<file path="src/hdl/assert_macros.svh">
// ----------------------------------------------------------------------------
// Assertion macros
// Shared concurrent assertion forms, clocked on i_clk with reset gating.
// ----------------------------------------------------------------------------
`ifndef ASSERT_MACROS_SVH
`define ASSERT_MACROS_SVH

// Checks prop at every rising edge of i_clk while reset is released.
`define ASSERT_CLK(label, prop, msg) \
    label: assert property (@(posedge i_clk) disable iff (!i_rst_n) prop) else $error(msg);

// Checks that the antecedent implies the consequent at the next clock edge.
`define ASSERT_NEXT(label, ante, cons, msg) \
    `ASSERT_CLK(label, (ante) |=> (cons), msg)

`endif

</file>
<file path="src/hdl/mct_pkg.sv">
// ----------------------------------------------------------------------------
// Mesh cell triangulator package
// Types, constants, corner tables and helper functions of the triangulator.
// ----------------------------------------------------------------------------
package mct_pkg;

    localparam int MAX_CELL_POINTS = 32;
    localparam int MAX_RESULTS     = 30;
    localparam int PT_AW           = $clog2(MAX_CELL_POINTS);
    localparam int PS_W            = $clog2(MAX_CELL_POINTS + 1);
    localparam int TC_W            = 5;
    localparam int WORD_W          = 31;
    localparam int TYPE_W          = 8;
    localparam int NCELL_W         = 24;

    localparam logic [TYPE_W-1:0] CT_UNKNOWN  = 8'd0;
    localparam logic [TYPE_W-1:0] CT_TRIANGLE = 8'd5;
    localparam logic [TYPE_W-1:0] CT_QUAD     = 8'd9;
    localparam logic [TYPE_W-1:0] CT_TETRA    = 8'd10;
    localparam logic [TYPE_W-1:0] CT_VOXEL    = 8'd11;
    localparam logic [TYPE_W-1:0] CT_HEXA     = 8'd12;
    localparam logic [TYPE_W-1:0] CT_WEDGE    = 8'd13;
    localparam logic [TYPE_W-1:0] CT_PYRAMID  = 8'd14;

    localparam int NPT_TRI   = 3;
    localparam int NPT_QUAD  = 4;
    localparam int NPT_TETRA = 4;
    localparam int NPT_HEXA  = 8;
    localparam int NPT_WEDGE = 6;
    localparam int NPT_PYR   = 5;

    localparam int NTRI_TRI   = 1;
    localparam int NTRI_QUAD  = 2;
    localparam int NTRI_TETRA = 4;
    localparam int NTRI_HEXA  = 12;
    localparam int NTRI_WEDGE = 8;
    localparam int NTRI_PYR   = 6;

    // Each entry holds three corner numbers, one octal digit each.
    localparam logic [8:0] TRI_TAB [12] = '{0: 9'o012, default: 9'o000};
    localparam logic [8:0] QUAD_TAB [12] = '{0: 9'o012, 1: 9'o023, default: 9'o000};
    localparam logic [8:0] TET_TAB [12] = '{0: 9'o012, 1: 9'o023, 2: 9'o031, 3: 9'o132,
                                            default: 9'o000};
    localparam logic [8:0] HEX_TAB [12] = '{9'o031, 9'o132, 9'o457, 9'o567,
                                            9'o014, 9'o154, 9'o236, 9'o376,
                                            9'o043, 9'o347, 9'o125, 9'o265};
    localparam logic [8:0] WEDGE_TAB [12] = '{0: 9'o012, 1: 9'o354, 2: 9'o014, 3: 9'o043,
                                              4: 9'o125, 5: 9'o154, 6: 9'o025, 7: 9'o053,
                                              default: 9'o000};
    localparam logic [8:0] PYR_TAB [12] = '{0: 9'o021, 1: 9'o032, 2: 9'o014, 3: 9'o124,
                                            4: 9'o234, 5: 9'o304, default: 9'o000};

    typedef enum logic [2:0] {
        SH_TRI,
        SH_QUAD,
        SH_TET,
        SH_HEX,
        SH_VOX,
        SH_WEDGE,
        SH_PYR,
        SH_FAN
    } t_shape;

    typedef enum logic [1:0] {
        ST_IDLE,
        ST_START,
        ST_EMIT,
        ST_ERR
    } t_state;

    typedef struct packed {
        logic [WORD_W-1:0] word;
        logic [TYPE_W-1:0] cell_type;
    } t_in_item;

    typedef struct packed {
        logic [WORD_W-1:0] vert_a;
        logic [WORD_W-1:0] vert_b;
        logic [WORD_W-1:0] vert_c;
        logic              status;
        logic              last;
    } t_out_item;

    typedef struct packed {
        logic take;
        logic rd;
        logic load_tri;
        logic load_err;
    } t_dp_cmd;

    typedef struct packed {
        logic start_emit;
        logic start_err;
        logic out_free;
        logic rd_last;
    } t_dp_sts;

    function automatic t_shape f_shape(input logic [TYPE_W-1:0] code,
                                       input logic [WORD_W-1:0] count);
        t_shape s;
        s = SH_FAN;
        case (code)
            CT_UNKNOWN: begin
                if (count == WORD_W'(NPT_TRI)) s = SH_TRI;
                else if (count == WORD_W'(NPT_QUAD)) s = SH_QUAD;
                else if (count == WORD_W'(NPT_HEXA)) s = SH_HEX;
            end
            CT_TRIANGLE: s = SH_TRI;
            CT_QUAD:     s = SH_QUAD;
            CT_TETRA:    s = SH_TET;
            CT_VOXEL:    s = SH_VOX;
            CT_HEXA:     s = SH_HEX;
            CT_WEDGE:    s = SH_WEDGE;
            CT_PYRAMID:  s = SH_PYR;
            default:     s = SH_FAN;
        endcase
        return s;
    endfunction

    function automatic logic [TC_W-1:0] f_tri_count(input t_shape s,
                                                    input logic [PS_W-1:0] n);
        int nn;
        int cnt;
        nn  = int'(n);
        cnt = 0;
        case (s)
            SH_TRI:   if (nn >= NPT_TRI) cnt = NTRI_TRI;
            SH_QUAD:  if (nn >= NPT_QUAD) cnt = NTRI_QUAD;
            SH_TET:   if (nn >= NPT_TETRA) cnt = NTRI_TETRA;
            SH_HEX:   if (nn >= NPT_HEXA) cnt = NTRI_HEXA;
            SH_VOX:   if (nn >= NPT_HEXA) cnt = NTRI_HEXA;
            SH_WEDGE: if (nn >= NPT_WEDGE) cnt = NTRI_WEDGE;
            SH_PYR:   if (nn >= NPT_PYR) cnt = NTRI_PYR;
            default: begin
                if (nn >= NPT_TRI) cnt = (nn - 2 > MAX_RESULTS) ? MAX_RESULTS : nn - 2;
            end
        endcase
        return TC_W'(cnt);
    endfunction

    function automatic logic [2:0] f_voxel_perm(input logic [2:0] c);
        return {c[2], c[1], c[0] ^ c[1]};
    endfunction

    // Returns the store addresses of the three corners of triangle k.
    function automatic logic [3*PT_AW-1:0] f_corners(input t_shape s,
                                                     input logic [TC_W-1:0] k);
        logic [8:0]       tc;
        logic [2:0]       c0;
        logic [2:0]       c1;
        logic [2:0]       c2;
        logic [PT_AW-1:0] k1;
        logic [PT_AW-1:0] k2;
        tc = 9'o000;
        k1 = PT_AW'(k) + PT_AW'(1);
        k2 = PT_AW'(k) + PT_AW'(2);
        case (s)
            SH_TRI:   tc = TRI_TAB[k[3:0]];
            SH_QUAD:  tc = QUAD_TAB[k[3:0]];
            SH_TET:   tc = TET_TAB[k[3:0]];
            SH_HEX:   tc = HEX_TAB[k[3:0]];
            SH_VOX:   tc = HEX_TAB[k[3:0]];
            SH_WEDGE: tc = WEDGE_TAB[k[3:0]];
            SH_PYR:   tc = PYR_TAB[k[3:0]];
            default:  tc = 9'o000;
        endcase
        c0 = tc[8:6];
        c1 = tc[5:3];
        c2 = tc[2:0];
        if (s == SH_VOX) begin
            c0 = f_voxel_perm(c0);
            c1 = f_voxel_perm(c1);
            c2 = f_voxel_perm(c2);
        end
        if (s == SH_FAN) begin
            return {PT_AW'(0), k1, k2};
        end
        return {PT_AW'(c0), PT_AW'(c1), PT_AW'(c2)};
    endfunction

endpackage

</file>
<file path="src/hdl/mct_ram.sv">
// ----------------------------------------------------------------------------
// Generic RAM
// Single write port and single read port with a registered read.
// ----------------------------------------------------------------------------
module mct_ram #(
    parameter int WIDTH = 31,
    parameter int DEPTH = 32
) (
    input  logic                     i_clk,
    input  logic                     i_wr_en,
    input  logic [$clog2(DEPTH)-1:0] i_wr_addr,
    input  logic [WIDTH-1:0]         i_wr_data,
    input  logic                     i_rd_en,
    input  logic [$clog2(DEPTH)-1:0] i_rd_addr,
    output logic [WIDTH-1:0]         o_rd_data
);

    logic [WIDTH-1:0] r_mem [DEPTH];
    logic [WIDTH-1:0] r_rd_data;

    always_ff @(posedge i_clk) begin
        if (i_wr_en) begin
            r_mem[i_wr_addr] <= i_wr_data;
        end
        if (i_rd_en) begin
            r_rd_data <= r_mem[i_rd_addr];
        end
    end

    assign o_rd_data = r_rd_data;

endmodule

</file>
<file path="src/hdl/mct_dp.sv">
// ----------------------------------------------------------------------------
// Mesh cell triangulator datapath
// Cell parsing state, vertex store, corner lookup and the output register.
// ----------------------------------------------------------------------------
module mct_dp (
    input  logic                           i_clk,
    input  logic                           i_rst_n,
    input  mct_pkg::t_dp_cmd               i_cmd,
    output mct_pkg::t_dp_sts               o_sts,
    input  mct_pkg::t_in_item              i_in_data,
    input  logic [mct_pkg::NCELL_W-1:0]    i_num_cells,
    output logic                           o_out_valid,
    input  logic                           i_out_stall,
    output mct_pkg::t_out_item             o_out_data
);
    import mct_pkg::*;

    logic                r_expect;
    logic [WORD_W-1:0]   r_needed;
    logic [PS_W-1:0]     r_seen;
    logic                r_skip;
    t_shape              r_shape;
    logic [NCELL_W-1:0]  r_cells_done;
    logic [TC_W-1:0]     r_tri_cnt;
    logic [TC_W-1:0]     r_rd_k;
    logic                r_rd_last;
    logic                r_out_valid;
    t_out_item           r_out;

    logic                w_gate;
    logic                w_store;
    logic [PS_W-1:0]     w_seen_new;
    logic                w_complete;
    logic [TC_W-1:0]     w_cnt_new;
    logic [WORD_W-1:0]   w_needed_dec;
    logic                w_wr_en;
    logic [3*PT_AW-1:0]  w_corners;
    logic [WORD_W-1:0]   w_va;
    logic [WORD_W-1:0]   w_vb;
    logic [WORD_W-1:0]   w_vc;

    always_comb begin
        w_gate       = r_cells_done >= i_num_cells;
        w_store      = r_seen < PS_W'(MAX_CELL_POINTS);
        w_seen_new   = w_store ? r_seen + PS_W'(1) : r_seen;
        w_complete   = (WORD_W'(w_seen_new) >= r_needed)
                    || (w_seen_new >= PS_W'(MAX_CELL_POINTS));
        w_cnt_new    = f_tri_count(r_shape, w_seen_new);
        w_needed_dec = r_needed - WORD_W'(1);
        w_wr_en      = i_cmd.take && !r_expect && !r_skip && w_store;
        w_corners    = f_corners(r_shape, r_rd_k);

        o_sts.start_err  = i_cmd.take && r_expect && !w_gate
                        && (i_in_data.word > WORD_W'(MAX_CELL_POINTS));
        o_sts.start_emit = i_cmd.take && !r_expect && !r_skip && w_complete
                        && (w_cnt_new != '0);
        o_sts.out_free   = !r_out_valid || !i_out_stall;
        o_sts.rd_last    = r_rd_last;
    end

    mct_ram #(.WIDTH(WORD_W), .DEPTH(MAX_CELL_POINTS)) u_ram_a (
        .i_clk     (i_clk),
        .i_wr_en   (w_wr_en),
        .i_wr_addr (r_seen[PT_AW-1:0]),
        .i_wr_data (i_in_data.word),
        .i_rd_en   (i_cmd.rd),
        .i_rd_addr (w_corners[3*PT_AW-1:2*PT_AW]),
        .o_rd_data (w_va)
    );

    mct_ram #(.WIDTH(WORD_W), .DEPTH(MAX_CELL_POINTS)) u_ram_b (
        .i_clk     (i_clk),
        .i_wr_en   (w_wr_en),
        .i_wr_addr (r_seen[PT_AW-1:0]),
        .i_wr_data (i_in_data.word),
        .i_rd_en   (i_cmd.rd),
        .i_rd_addr (w_corners[2*PT_AW-1:PT_AW]),
        .o_rd_data (w_vb)
    );

    mct_ram #(.WIDTH(WORD_W), .DEPTH(MAX_CELL_POINTS)) u_ram_c (
        .i_clk     (i_clk),
        .i_wr_en   (w_wr_en),
        .i_wr_addr (r_seen[PT_AW-1:0]),
        .i_wr_data (i_in_data.word),
        .i_rd_en   (i_cmd.rd),
        .i_rd_addr (w_corners[PT_AW-1:0]),
        .o_rd_data (w_vc)
    );

    always_ff @(posedge i_clk) begin
        if (!i_rst_n) begin
            r_expect     <= 1'b1;
            r_needed     <= '0;
            r_seen       <= '0;
            r_skip       <= 1'b0;
            r_shape      <= SH_FAN;
            r_cells_done <= '0;
            r_tri_cnt    <= '0;
            r_rd_k       <= '0;
            r_rd_last    <= 1'b0;
            r_out_valid  <= 1'b0;
        end else begin
            if (i_cmd.take) begin
                if (r_expect) begin
                    if (!w_gate) begin
                        r_shape  <= f_shape(i_in_data.cell_type, i_in_data.word);
                        r_needed <= i_in_data.word;
                        r_seen   <= '0;
                        if (i_in_data.word == '0) begin
                            r_cells_done <= r_cells_done + NCELL_W'(1);
                        end else begin
                            r_expect <= 1'b0;
                            if (i_in_data.word > WORD_W'(MAX_CELL_POINTS)) begin
                                r_skip <= 1'b1;
                            end
                        end
                    end
                end else if (r_skip) begin
                    r_needed <= w_needed_dec;
                    if (w_needed_dec == '0) begin
                        r_expect     <= 1'b1;
                        r_skip       <= 1'b0;
                        r_cells_done <= r_cells_done + NCELL_W'(1);
                    end
                end else begin
                    r_seen <= w_seen_new;
                    if (w_complete) begin
                        r_expect     <= 1'b1;
                        r_cells_done <= r_cells_done + NCELL_W'(1);
                        r_tri_cnt    <= w_cnt_new;
                        r_rd_k       <= '0;
                    end
                end
            end
            if (i_cmd.rd) begin
                r_rd_k    <= r_rd_k + TC_W'(1);
                r_rd_last <= (r_rd_k == r_tri_cnt - TC_W'(1));
            end
            if (i_cmd.load_tri || i_cmd.load_err) begin
                r_out_valid <= 1'b1;
            end else if (!i_out_stall) begin
                r_out_valid <= 1'b0;
            end
        end
    end

    always_ff @(posedge i_clk) begin
        if (i_cmd.load_tri) begin
            r_out.vert_a <= w_va;
            r_out.vert_b <= w_vb;
            r_out.vert_c <= w_vc;
            r_out.status <= 1'b0;
            r_out.last   <= r_rd_last;
        end else if (i_cmd.load_err) begin
            r_out.vert_a <= '0;
            r_out.vert_b <= '0;
            r_out.vert_c <= '0;
            r_out.status <= 1'b1;
            r_out.last   <= 1'b1;
        end
    end

    assign o_out_valid = r_out_valid;
    assign o_out_data  = r_out;

endmodule

</file>
<file path="src/hdl/mct_ctrl.sv">
// ----------------------------------------------------------------------------
// Mesh cell triangulator controller
// Sequences word intake, triangle reads and output register loads.
// ----------------------------------------------------------------------------
module mct_ctrl (
    input  logic              i_clk,
    input  logic              i_rst_n,
    input  logic              i_in_valid,
    input  mct_pkg::t_dp_sts  i_sts,
    output mct_pkg::t_dp_cmd  o_cmd,
    output logic              o_in_stall
);
    import mct_pkg::*;

    t_state r_state;
    t_state n_state;

    always_ff @(posedge i_clk) begin
        if (!i_rst_n) begin
            r_state <= ST_IDLE;
        end else begin
            r_state <= n_state;
        end
    end

    always_comb begin
        n_state        = r_state;
        o_cmd.take     = 1'b0;
        o_cmd.rd       = 1'b0;
        o_cmd.load_tri = 1'b0;
        o_cmd.load_err = 1'b0;
        o_in_stall     = 1'b1;
        unique case (r_state)
            ST_IDLE: begin
                o_in_stall = 1'b0;
                o_cmd.take = i_in_valid;
                if (i_sts.start_err) begin
                    n_state = ST_ERR;
                end else if (i_sts.start_emit) begin
                    n_state = ST_START;
                end
            end
            ST_START: begin
                o_cmd.rd = 1'b1;
                n_state  = ST_EMIT;
            end
            ST_EMIT: begin
                if (i_sts.out_free) begin
                    o_cmd.load_tri = 1'b1;
                    if (i_sts.rd_last) begin
                        n_state = ST_IDLE;
                    end else begin
                        o_cmd.rd = 1'b1;
                    end
                end
            end
            ST_ERR: begin
                if (i_sts.out_free) begin
                    o_cmd.load_err = 1'b1;
                    n_state        = ST_IDLE;
                end
            end
            default: begin
                n_state = ST_IDLE;
            end
        endcase
    end

endmodule

</file>
<file path="src/hdl/mesh_cell_triangulator_core.sv">
// ----------------------------------------------------------------------------
// Mesh cell triangulator
// Turns a stream of cell connectivity words into triangles.
// ----------------------------------------------------------------------------
// Connectivity words are taken while the controller is idle. When a cell's
// last vertex arrives and the cell yields triangles, intake pauses for a
// corner lookup and then for each triangle in turn, since the three copies of
// the vertex store give one triangle's corners per read. An oversized cell's
// count word pauses intake while its error result is loaded. Output stalls
// stretch the emit phase, and new words are taken while the final result
// still waits in the output register. The vertex store needs no clearing
// after reset.
module mesh_cell_triangulator_core (
    input  logic                        i_clk,
    input  logic                        i_rst_n,
    input  logic                        i_in_valid,
    output logic                        o_in_stall,
    input  mct_pkg::t_in_item           i_in_data,
    output logic                        o_out_valid,
    input  logic                        i_out_stall,
    output mct_pkg::t_out_item          o_out_data,
    input  logic                        psel,
    input  logic                        penable,
    input  logic                        pwrite,
    input  logic [2:0]                  paddr,
    input  logic [31:0]                 pwdata,
    output logic [31:0]                 prdata,
    output logic                        pready
);
    import mct_pkg::*;

`include "assert_macros.svh"

    logic [NCELL_W-1:0] r_num_cells;
    t_dp_cmd            w_cmd;
    t_dp_sts            w_sts;

    always_ff @(posedge i_clk) begin
        if (!i_rst_n) begin
            r_num_cells <= '0;
        end else if (psel && penable && pwrite && (paddr[2] == 1'b0)) begin
            r_num_cells <= pwdata[NCELL_W-1:0];
        end
    end

    assign pready = 1'b1;
    assign prdata = (paddr[2] == 1'b0) ? 32'(r_num_cells) : '0;

    mct_ctrl u_ctrl (
        .i_clk      (i_clk),
        .i_rst_n    (i_rst_n),
        .i_in_valid (i_in_valid),
        .i_sts      (w_sts),
        .o_cmd      (w_cmd),
        .o_in_stall (o_in_stall)
    );

    mct_dp u_dp (
        .i_clk       (i_clk),
        .i_rst_n     (i_rst_n),
        .i_cmd       (w_cmd),
        .o_sts       (w_sts),
        .i_in_data   (i_in_data),
        .i_num_cells (r_num_cells),
        .o_out_valid (o_out_valid),
        .i_out_stall (i_out_stall),
        .o_out_data  (o_out_data)
    );

    `ASSERT_NEXT(a_emit_stalls_input, i_in_valid && !o_in_stall && w_sts.start_emit, o_in_stall, "Input not stalled after cell completion")
    `ASSERT_CLK(a_cmd_exclusive, $onehot0({w_cmd.take, w_cmd.load_tri, w_cmd.load_err}), "Conflicting datapath commands")
    `ASSERT_CLK(a_err_result_form, (o_out_valid && o_out_data.status) |-> (o_out_data.last && (o_out_data.vert_a == '0)), "Malformed error result")

endmodule

</file>
<file path="config.mk">
export PLATFORM = sky130hd
export DESIGN_NAME = mesh_cell_triangulator_core
export DESIGN_NICKNAME = d
export VERILOG_FILES = /design/src/hdl/mct_pkg.sv /design/src/hdl/mct_ram.sv /design/src/hdl/mct_dp.sv /design/src/hdl/mct_ctrl.sv /design/src/hdl/mesh_cell_triangulator_core.sv
export VERILOG_INCLUDE_DIRS = /design/src /design/src/hdl
export SDC_FILE = /design/constraint.sdc
export NUM_CORES = 2
export LEC_CHECK = 0
export BUFFER_PORTS_ARGS = -buffer_cell sky130_fd_sc_hd__buf_4
export CAP_MARGIN = 5
export CORE_MARGIN = 10
export CORE_UTILIZATION = 30
export DETAILED_ROUTE_END_ITERATION = 12
export GPL_ROUTABILITY_DRIVEN = 0
export SETUP_SLACK_MARGIN = 0.05
export SLEW_MARGIN = 20
export SYNTH_ARGS = -nofsm -noshare
export SYNTH_HDL_FRONTEND = slang
export SYNTH_SLANG_ARGS = --single-unit
export TNS_END_PERCENT = 50
</file>
<file path="constraint.sdc">
create_clock -name i_clk -period 5.6 [get_ports i_clk]
set_input_delay 0.84 -clock i_clk [delete_from_list [all_inputs] [get_ports i_clk]]
set_output_delay 0.84 -clock i_clk [all_outputs]
set_load 0.02 [all_outputs]
</file>
## Yosys cells after proc, flatten, opt, wreduce, memory -nomap -nowiden

Memory sizes are Yosys's and may differ from the RTL's. A register that Yosys moved wholly into a read port is not among the register bits.
Index checks and enable logic that the tools add are counted.

- Register bits after elaboration: 199
- Bits in latches: 0
- Memory bits (writable): 2976
- Memory bits (read-only): 864
- Input port bits: 81
- Output and inout port bits: 130
- Memories: 9

Memories:

| memory | words | bits a word | rd ports | clocked after Yosys merged registers in | wr ports | RTL line | RTL |
|---|---|---|---|---|---|---|---|
| u_dp.u_ram_a.r_mem | 32 | 31 | 1 | 1 | 1 | mct_ram.sv:18 | `logic [WIDTH-1:0] r_mem [DEPTH];` |
| u_dp.u_ram_b.r_mem | 32 | 31 | 1 | 1 | 1 | mct_ram.sv:18 |  |
| u_dp.u_ram_c.r_mem | 32 | 31 | 1 | 1 | 1 | mct_ram.sv:18 |  |
| (name not given) | 16 | 9 | 1 | 0 | 0 | mct_pkg.sv:158 | `SH_TRI: tc = TRI_TAB[k[3:0]];` |
| (name not given) | 16 | 9 | 1 | 0 | 0 | mct_pkg.sv:159 | `SH_QUAD: tc = QUAD_TAB[k[3:0]];` |
| (name not given) | 16 | 9 | 1 | 0 | 0 | mct_pkg.sv:160 | `SH_TET: tc = TET_TAB[k[3:0]];` |
| 3 more memories | -- | -- | -- | -- | -- | -- |  |

- Add/sub/neg operators: 7
- Multiply operators: 0
- Divide/modulo/power cells: 0
- $lt $le $gt $ge: 12
- Equal/unequal tests: 34
- Shift operators: 0
- Multiplexer cells: 83
- Bitwise operators: 8
- Reductions and logical operators: 39

Operators by type and width:

| cell | number |
|---|---|
| $mux 95 | 2 |
| $mux 24 | 7 |
| $mux 9 | 12 |
| $mux 31 | 3 |
| $logic_not 31->1 | 2 |
| $pmux 9 s6 | 1 |
| $eq 8x4->1 const B | 6 |
| $mux 5 | 7 |
| $eq 31x2->1 const B | 1 |
| $eq 31x3->1 const B | 1 |
| $eq 31x4->1 const B | 1 |
| $ge 6x31->1 | 1 |
| $gt 31x6->1 const B | 1 |
| $sub 31x1->31 const B | 1 |
| $mux 15 | 2 |
| $pmux 5 s6 | 1 |
| $mux 1 | 27 |
| $add 24x1->24 const B | 1 |
| $ge 24x24->1 | 1 |
| $mux 6 | 4 |
| $pmux 3 s8 | 1 |
| $ge 6x3->1 const B | 3 |
| $reduce_and 4->1 | 4 |
| $mux 3 | 5 |
| other kinds (41) | 88 |

## Depth between registers and ports, before layout

- Depth after elaboration: 12
- Depth in mapped cells: 15
- Depth with buffers taken out: 13

## By module

A second synthesis with hierarchy kept.

- Cell total of the unflattened synthesis: 7905
- Area, all modules: 130252.4 sq um

Modules (own cells, without submodules):

| module | instances | cells an instance | area an instance (sq um) | seq. area each (sq um) |
|---|---|---|---|---|
| mct_ram | 3 | 2192 | 39474.1 | 30719.5 |
| mct_dp | 1 | 1162 | 10386.2 | 4404.2 |
| mesh_cell_triangulator_core | 1 | 142 | 1224.9 | 480.5 |
| mct_ctrl | 1 | 25 | 219.0 | 40.0 |

## Least setup slack after synthesis

OpenSTA, ideal clock, no wires.

- Path type: input to register
- From: in i_out_stall
- To: reg u_dp.r_out, in the netlist u_dp.o_out_data[0], enable pin
- Setup time: 0.579 ns
- Arrival time: 5.423 ns
- Data required time: 5.021 ns
- Setup slack: -0.402 ns
- Cell stages on the path: 1
- Path buffers: 0
- Path through: a21oi_1

- Longest elaborated chain between the ends: 5

Ends and longest elaborated chain:

| element | RTL line | RTL |
|---|---|---|
| from (decl) | mesh_cell_triangulator_core.sv:20 | `input logic i_out_stall,` |
| $logic_not 1->1 (*) | mct_dp.sv:57 | `o_sts.out_free = !r_out_valid \|\| !i_out_stall;` |
| $logic_or 1x1->1 (*) | mct_dp.sv:57 |  |
| $mux 1 / $mux 2 (equally long branches) | mct_ctrl.sv:58, mct_ctrl.sv:48 |  |
| $mux 1 | mct_ctrl.sv:33 | `unique case (r_state)` |
| $reduce_bool 2->1 (no source line) (*) | -- |  |
| to (decl) | mct_dp.sv:28 | `t_out_item r_out;` |

Every way passes the cells marked *; elsewhere a longest branch is shown, timed or not.
A chain may end at the register's enable or synchronous reset.

## Worst setup path in the final report

- From: reg u_dp.r_rd_k[0]
- To: reg u_dp.u_ram_c.r_rd_data[14], in the netlist u_dp.u_ram_c.o_rd_data[14] (read register of u_dp.u_ram_c.r_mem) (data pin)

- Longest elaborated chain between the ends: 8

Ends and longest elaborated chain:

| element | RTL line | RTL |
|---|---|---|
| from (decl) | mct_dp.sv:25 | `logic [TC_W-1:0] r_rd_k;` |
| from (signal assigned) | mct_dp.sv:137 | `r_rd_k <= r_rd_k + TC_W'(1);` |
| $not 4->5 (not written as such) | -- |  |
| $mem_v2 16x9, or another cell as far along | -- |  |
| $mux 9 (not written as such), or another cell as far along (2 in series) | mct_pkg.sv:164 | `SH_PYR: tc = PYR_TAB[k[3:0]];` |
| $pmux 9 s6 | mct_pkg.sv:157 | `case (s)` |
| $xor 1x1->1 | mct_pkg.sv:142 | `return {c[2], c[1], c[0] ^ c[1]};` |
| $mux 1 | mct_pkg.sv:170 | `if (s == SH_VOX) begin` |
| $mux 15 (*) | mct_pkg.sv:178 | `return {PT_AW'(c0), PT_AW'(c1), PT_AW'(c2)};` |
| to (decl) | mct_ram.sv:19 | `logic [WIDTH-1:0] r_rd_data;` |

Every way passes the cells marked *; elsewhere a longest branch is shown, timed or not. The select of a mux whose other input is x is not followed.

==> flow_summary.ini <==
[worst_setup_path]
crit_arrival_ns = 5.36
critPathLaunch = u_dp.r_rd_k[0]$_SDFFE_PN0P_
path_max_fanout = 105
crit_path_start_kind = register
cp-end-kind = register
critPathKind = reg -> reg
r2r-start = u_dp.r_rd_k[0]$_SDFFE_PN0P_
crit_required_ns = 6.28

[finish]
layout.nets = 5960
multi_input_area_um2 = 27600
final_cell_mix = edfxtp_1, o211ai_1, inv_1
drive_gt1_share_pct = 17.4
fillers = 22300
fin_cells = 8967
design_area_um2 = 79500
area.sequential_um2 = 37500
final_common_cell = edfxtp_1
area_growth_pct = 14.8

[synthesis]
synth_edf_count = 1179
ys_types = 92
yosysWarningCount = 0
netlist_instances = 5899
yosysSeqAreaShare_pct = 54.1
synth-main-ff-cell = edfxtp_1
synth_area_um2 = 69300
synth_area_leaders = edfxtp_1, o211ai_1, o311ai_0
synth_seq_cells = 1284
synth_top_area_share_pct = 51.1
synth_top_area_cell = edfxtp_1
async_flop_share_pct = 0
avgSynthCellArea_um2 = 11.7

[clocking]
path_clk_slew_ns = 0.06
cts_root_buffer = clkbuf_16
numCtsBuffers = 149
ctsResizeCount = 0
cts_hold_buf = 0
cts_sinks = 1284
clk_latency_ns = 0.83
cts_setup_buffers = 0
clockBufferDepth = 3
h-tree-depth = 4
tritoncts = done

[grt]
grt_max_degree = 243
grtUsageTotal_pct = 19.7
grt_pass1_wl_um = 375000
gr-total-overflow = 0
grt_antenna_before_repair = 11
grt_pass1_vias = 54400

[pwr]
combPwrFrac_pct = 17.5
p_leak_nw = 26.0
clockPowerShare_pct = 37.8
p_sw_share_pct = 29.5
seqPwrFrac_pct = 44.8
powerDensity_nw_per_um2 = 313
total_power_mw = 24.9
p_switching_mw = 7.33
intPower_mw = 17.5
peakVddDrop_mv = 0.280

[placement]
io_buffers = 191
dp.cells = 8698
placed_area_um2 = 74800
hpwl_um = 154000

[job]
max-cap-violations = 0

[floorplanning]
start_util_pct = 30.1
rows = 176
die_area_um2 = 251000
die_w_um = 501
io-pin-count = 211
die-height_um = 501
core_um2 = 230000

[sta]
slew_viol_final = 140
relSlewSlack_pct = -22.3
fin_skew_ns = 0.0681
rsz0062_at_grt = false
fmax_ghz = 0.214
fin_crit_ns = 4.68
worst_pin_slew_ns = 1.84
fin_crit_sh_pct = 83.6
setup_tns_ns = 0
timing.hold.ws_ns = 0.296
setup_viol = 0
hold_viol_final = 0

[drt]
drt-total-wl_um = 260000
wl_per_cell_um = 28.9
drc_errors = 0
antenna_left = 0
drtPass1Iterations = 9
vias = 55600
via_per_inst = 6.20
drt_iter0_markers = 7477

[worst_hold_path]
hp-class = in -> reg
hp-start = pwdata[15]

[status]
outcome = finished, violations left
violations = slew limit
[power by group through the flow]
stage | Sequential, mW | Clock [mW] | Combinational, mW
floorplan | 11.4 | 0 | 2.42
global placement | 11.3 | 0 | 4.26
detailed placement | 11.3 | 0 | 4.29
CTS | 11.1 | 9.50 | 4.31
global route | 11.2 | 9.90 | 4.61
finish | 11.1 | 9.39 | 4.34
[registers in the layout (all words and copies together), names as in the netlist, 6 cells and up]
| name | flops |
|---|---|
| r_num_cells | 24 |
| u_dp.u_ram_b.r_mem | 806 |
| u_dp.r_seen | 6 |
| u_dp.r_cells_done | 24 |
| u_dp.u_ram_b.o_rd_data | 31 |
| u_dp.u_ram_a.o_rd_data | 31 |
| u_dp.r_needed | 31 |
| u_dp.u_ram_c.o_rd_data | 31 |
| u_dp.u_ram_c.r_mem | 186 |
| u_dp.o_out_data | 95 |
[synthesized netlist by cell type, types with 11 or more instances]
master and number:
a21o_1 13, a211oi_1 203, nand2_1 313, nor4_1 13, o21ai_0 207, a2111oi_2 11, buf_1 41, ha_1 55
o211ai_1 627, mux2i_1 92, o311ai_0 497, xor2_1 11, clkbuf_1 548, a311oi_1 33, mux2_2 125, and3_1 106
dfxtp_1 105, a22oi_1 137, nor3_1 31, and4_1 37, nand2b_1 32, a21oi_1 143, buf_2 39, nor2_1 236
mux4_2 186, nand3_1 41, a32o_1 31, nor2b_1 13, xnor2_1 16, nand4_1 16, inv_1 553, edfxtp_1 1179
[logic make-up (layout without fill, tap and decap cells)]
group,Yosys count,after routing,synth area share [%]
other cells,2,12,0.0108
fa+ha+maj,55,55,0.993
compound gates,2009,2009,21.9
simple gates,917,917,6.51
buf+inv,1202,1234,6.72
flops,1284,1284,54.1
xor+xnor,27,27,0.341
mux,403,403,9.41
[final timing paths]
path	end	slack [ns]	cells after the start
setup reg to reg	u_dp.u_ram_c.o_rd_data[14]$_DFFE_PP_	0.92	12
hold reg to reg	r_num_cells[2]$_SDFFE_PN0P_	0.45	2
hold / removal	r_num_cells[15]$_SDFFE_PN0P_	0.30	3
setup / recovery	u_dp.u_ram_c.o_rd_data[14]$_DFFE_PP_	0.92	12
[metal layers]
metal,global-route usage [%],vias to the layer above,wire (um)
li1,-,23400,-
met3,4.88,721,28400
met4,10.0,8,14000
met1,25.4,27800,99800
met2,30.9,3708,117000
met5,0,-,59
[layout make-up]
cell class	count	area share [%]
clock inverter	82	0.951
inverter	556	2.63
multi-input combinational	3420	34.8
antenna	3	0.00944
tap	3026	4.76
timing repair buffer	413	4.79
clock buffer	183	4.90
sequential	1284	47.2
[per-stage QoR]
step | util, % | setup slack, ns
6_report | 34.6 | 0.919
5_1_grt | 34.6 | 0.696
4_1_cts | 34.6 | 1.01
3_5_place_dp | 32.5 | 0.974
3_3_place_gp | 32.5 | 0.677
2_1_floorplan | - | 1.72
[worst max-delay path, stage by stage (launching register included)]
cell and delay (ns):
dfxtp_1 0.72, inv_1 0.26, ha_1 0.45, nand2b_1 0.13
nand3_1 0.14, nand3_4 0.24, buf_12 0.36, buf_4 0.73
o311ai_0 0.24, o211ai_1 0.18, a211oi_1 0.11, o21ai_0 0.58
and4_1 0.33
Power figures use the tool's default switching activity.
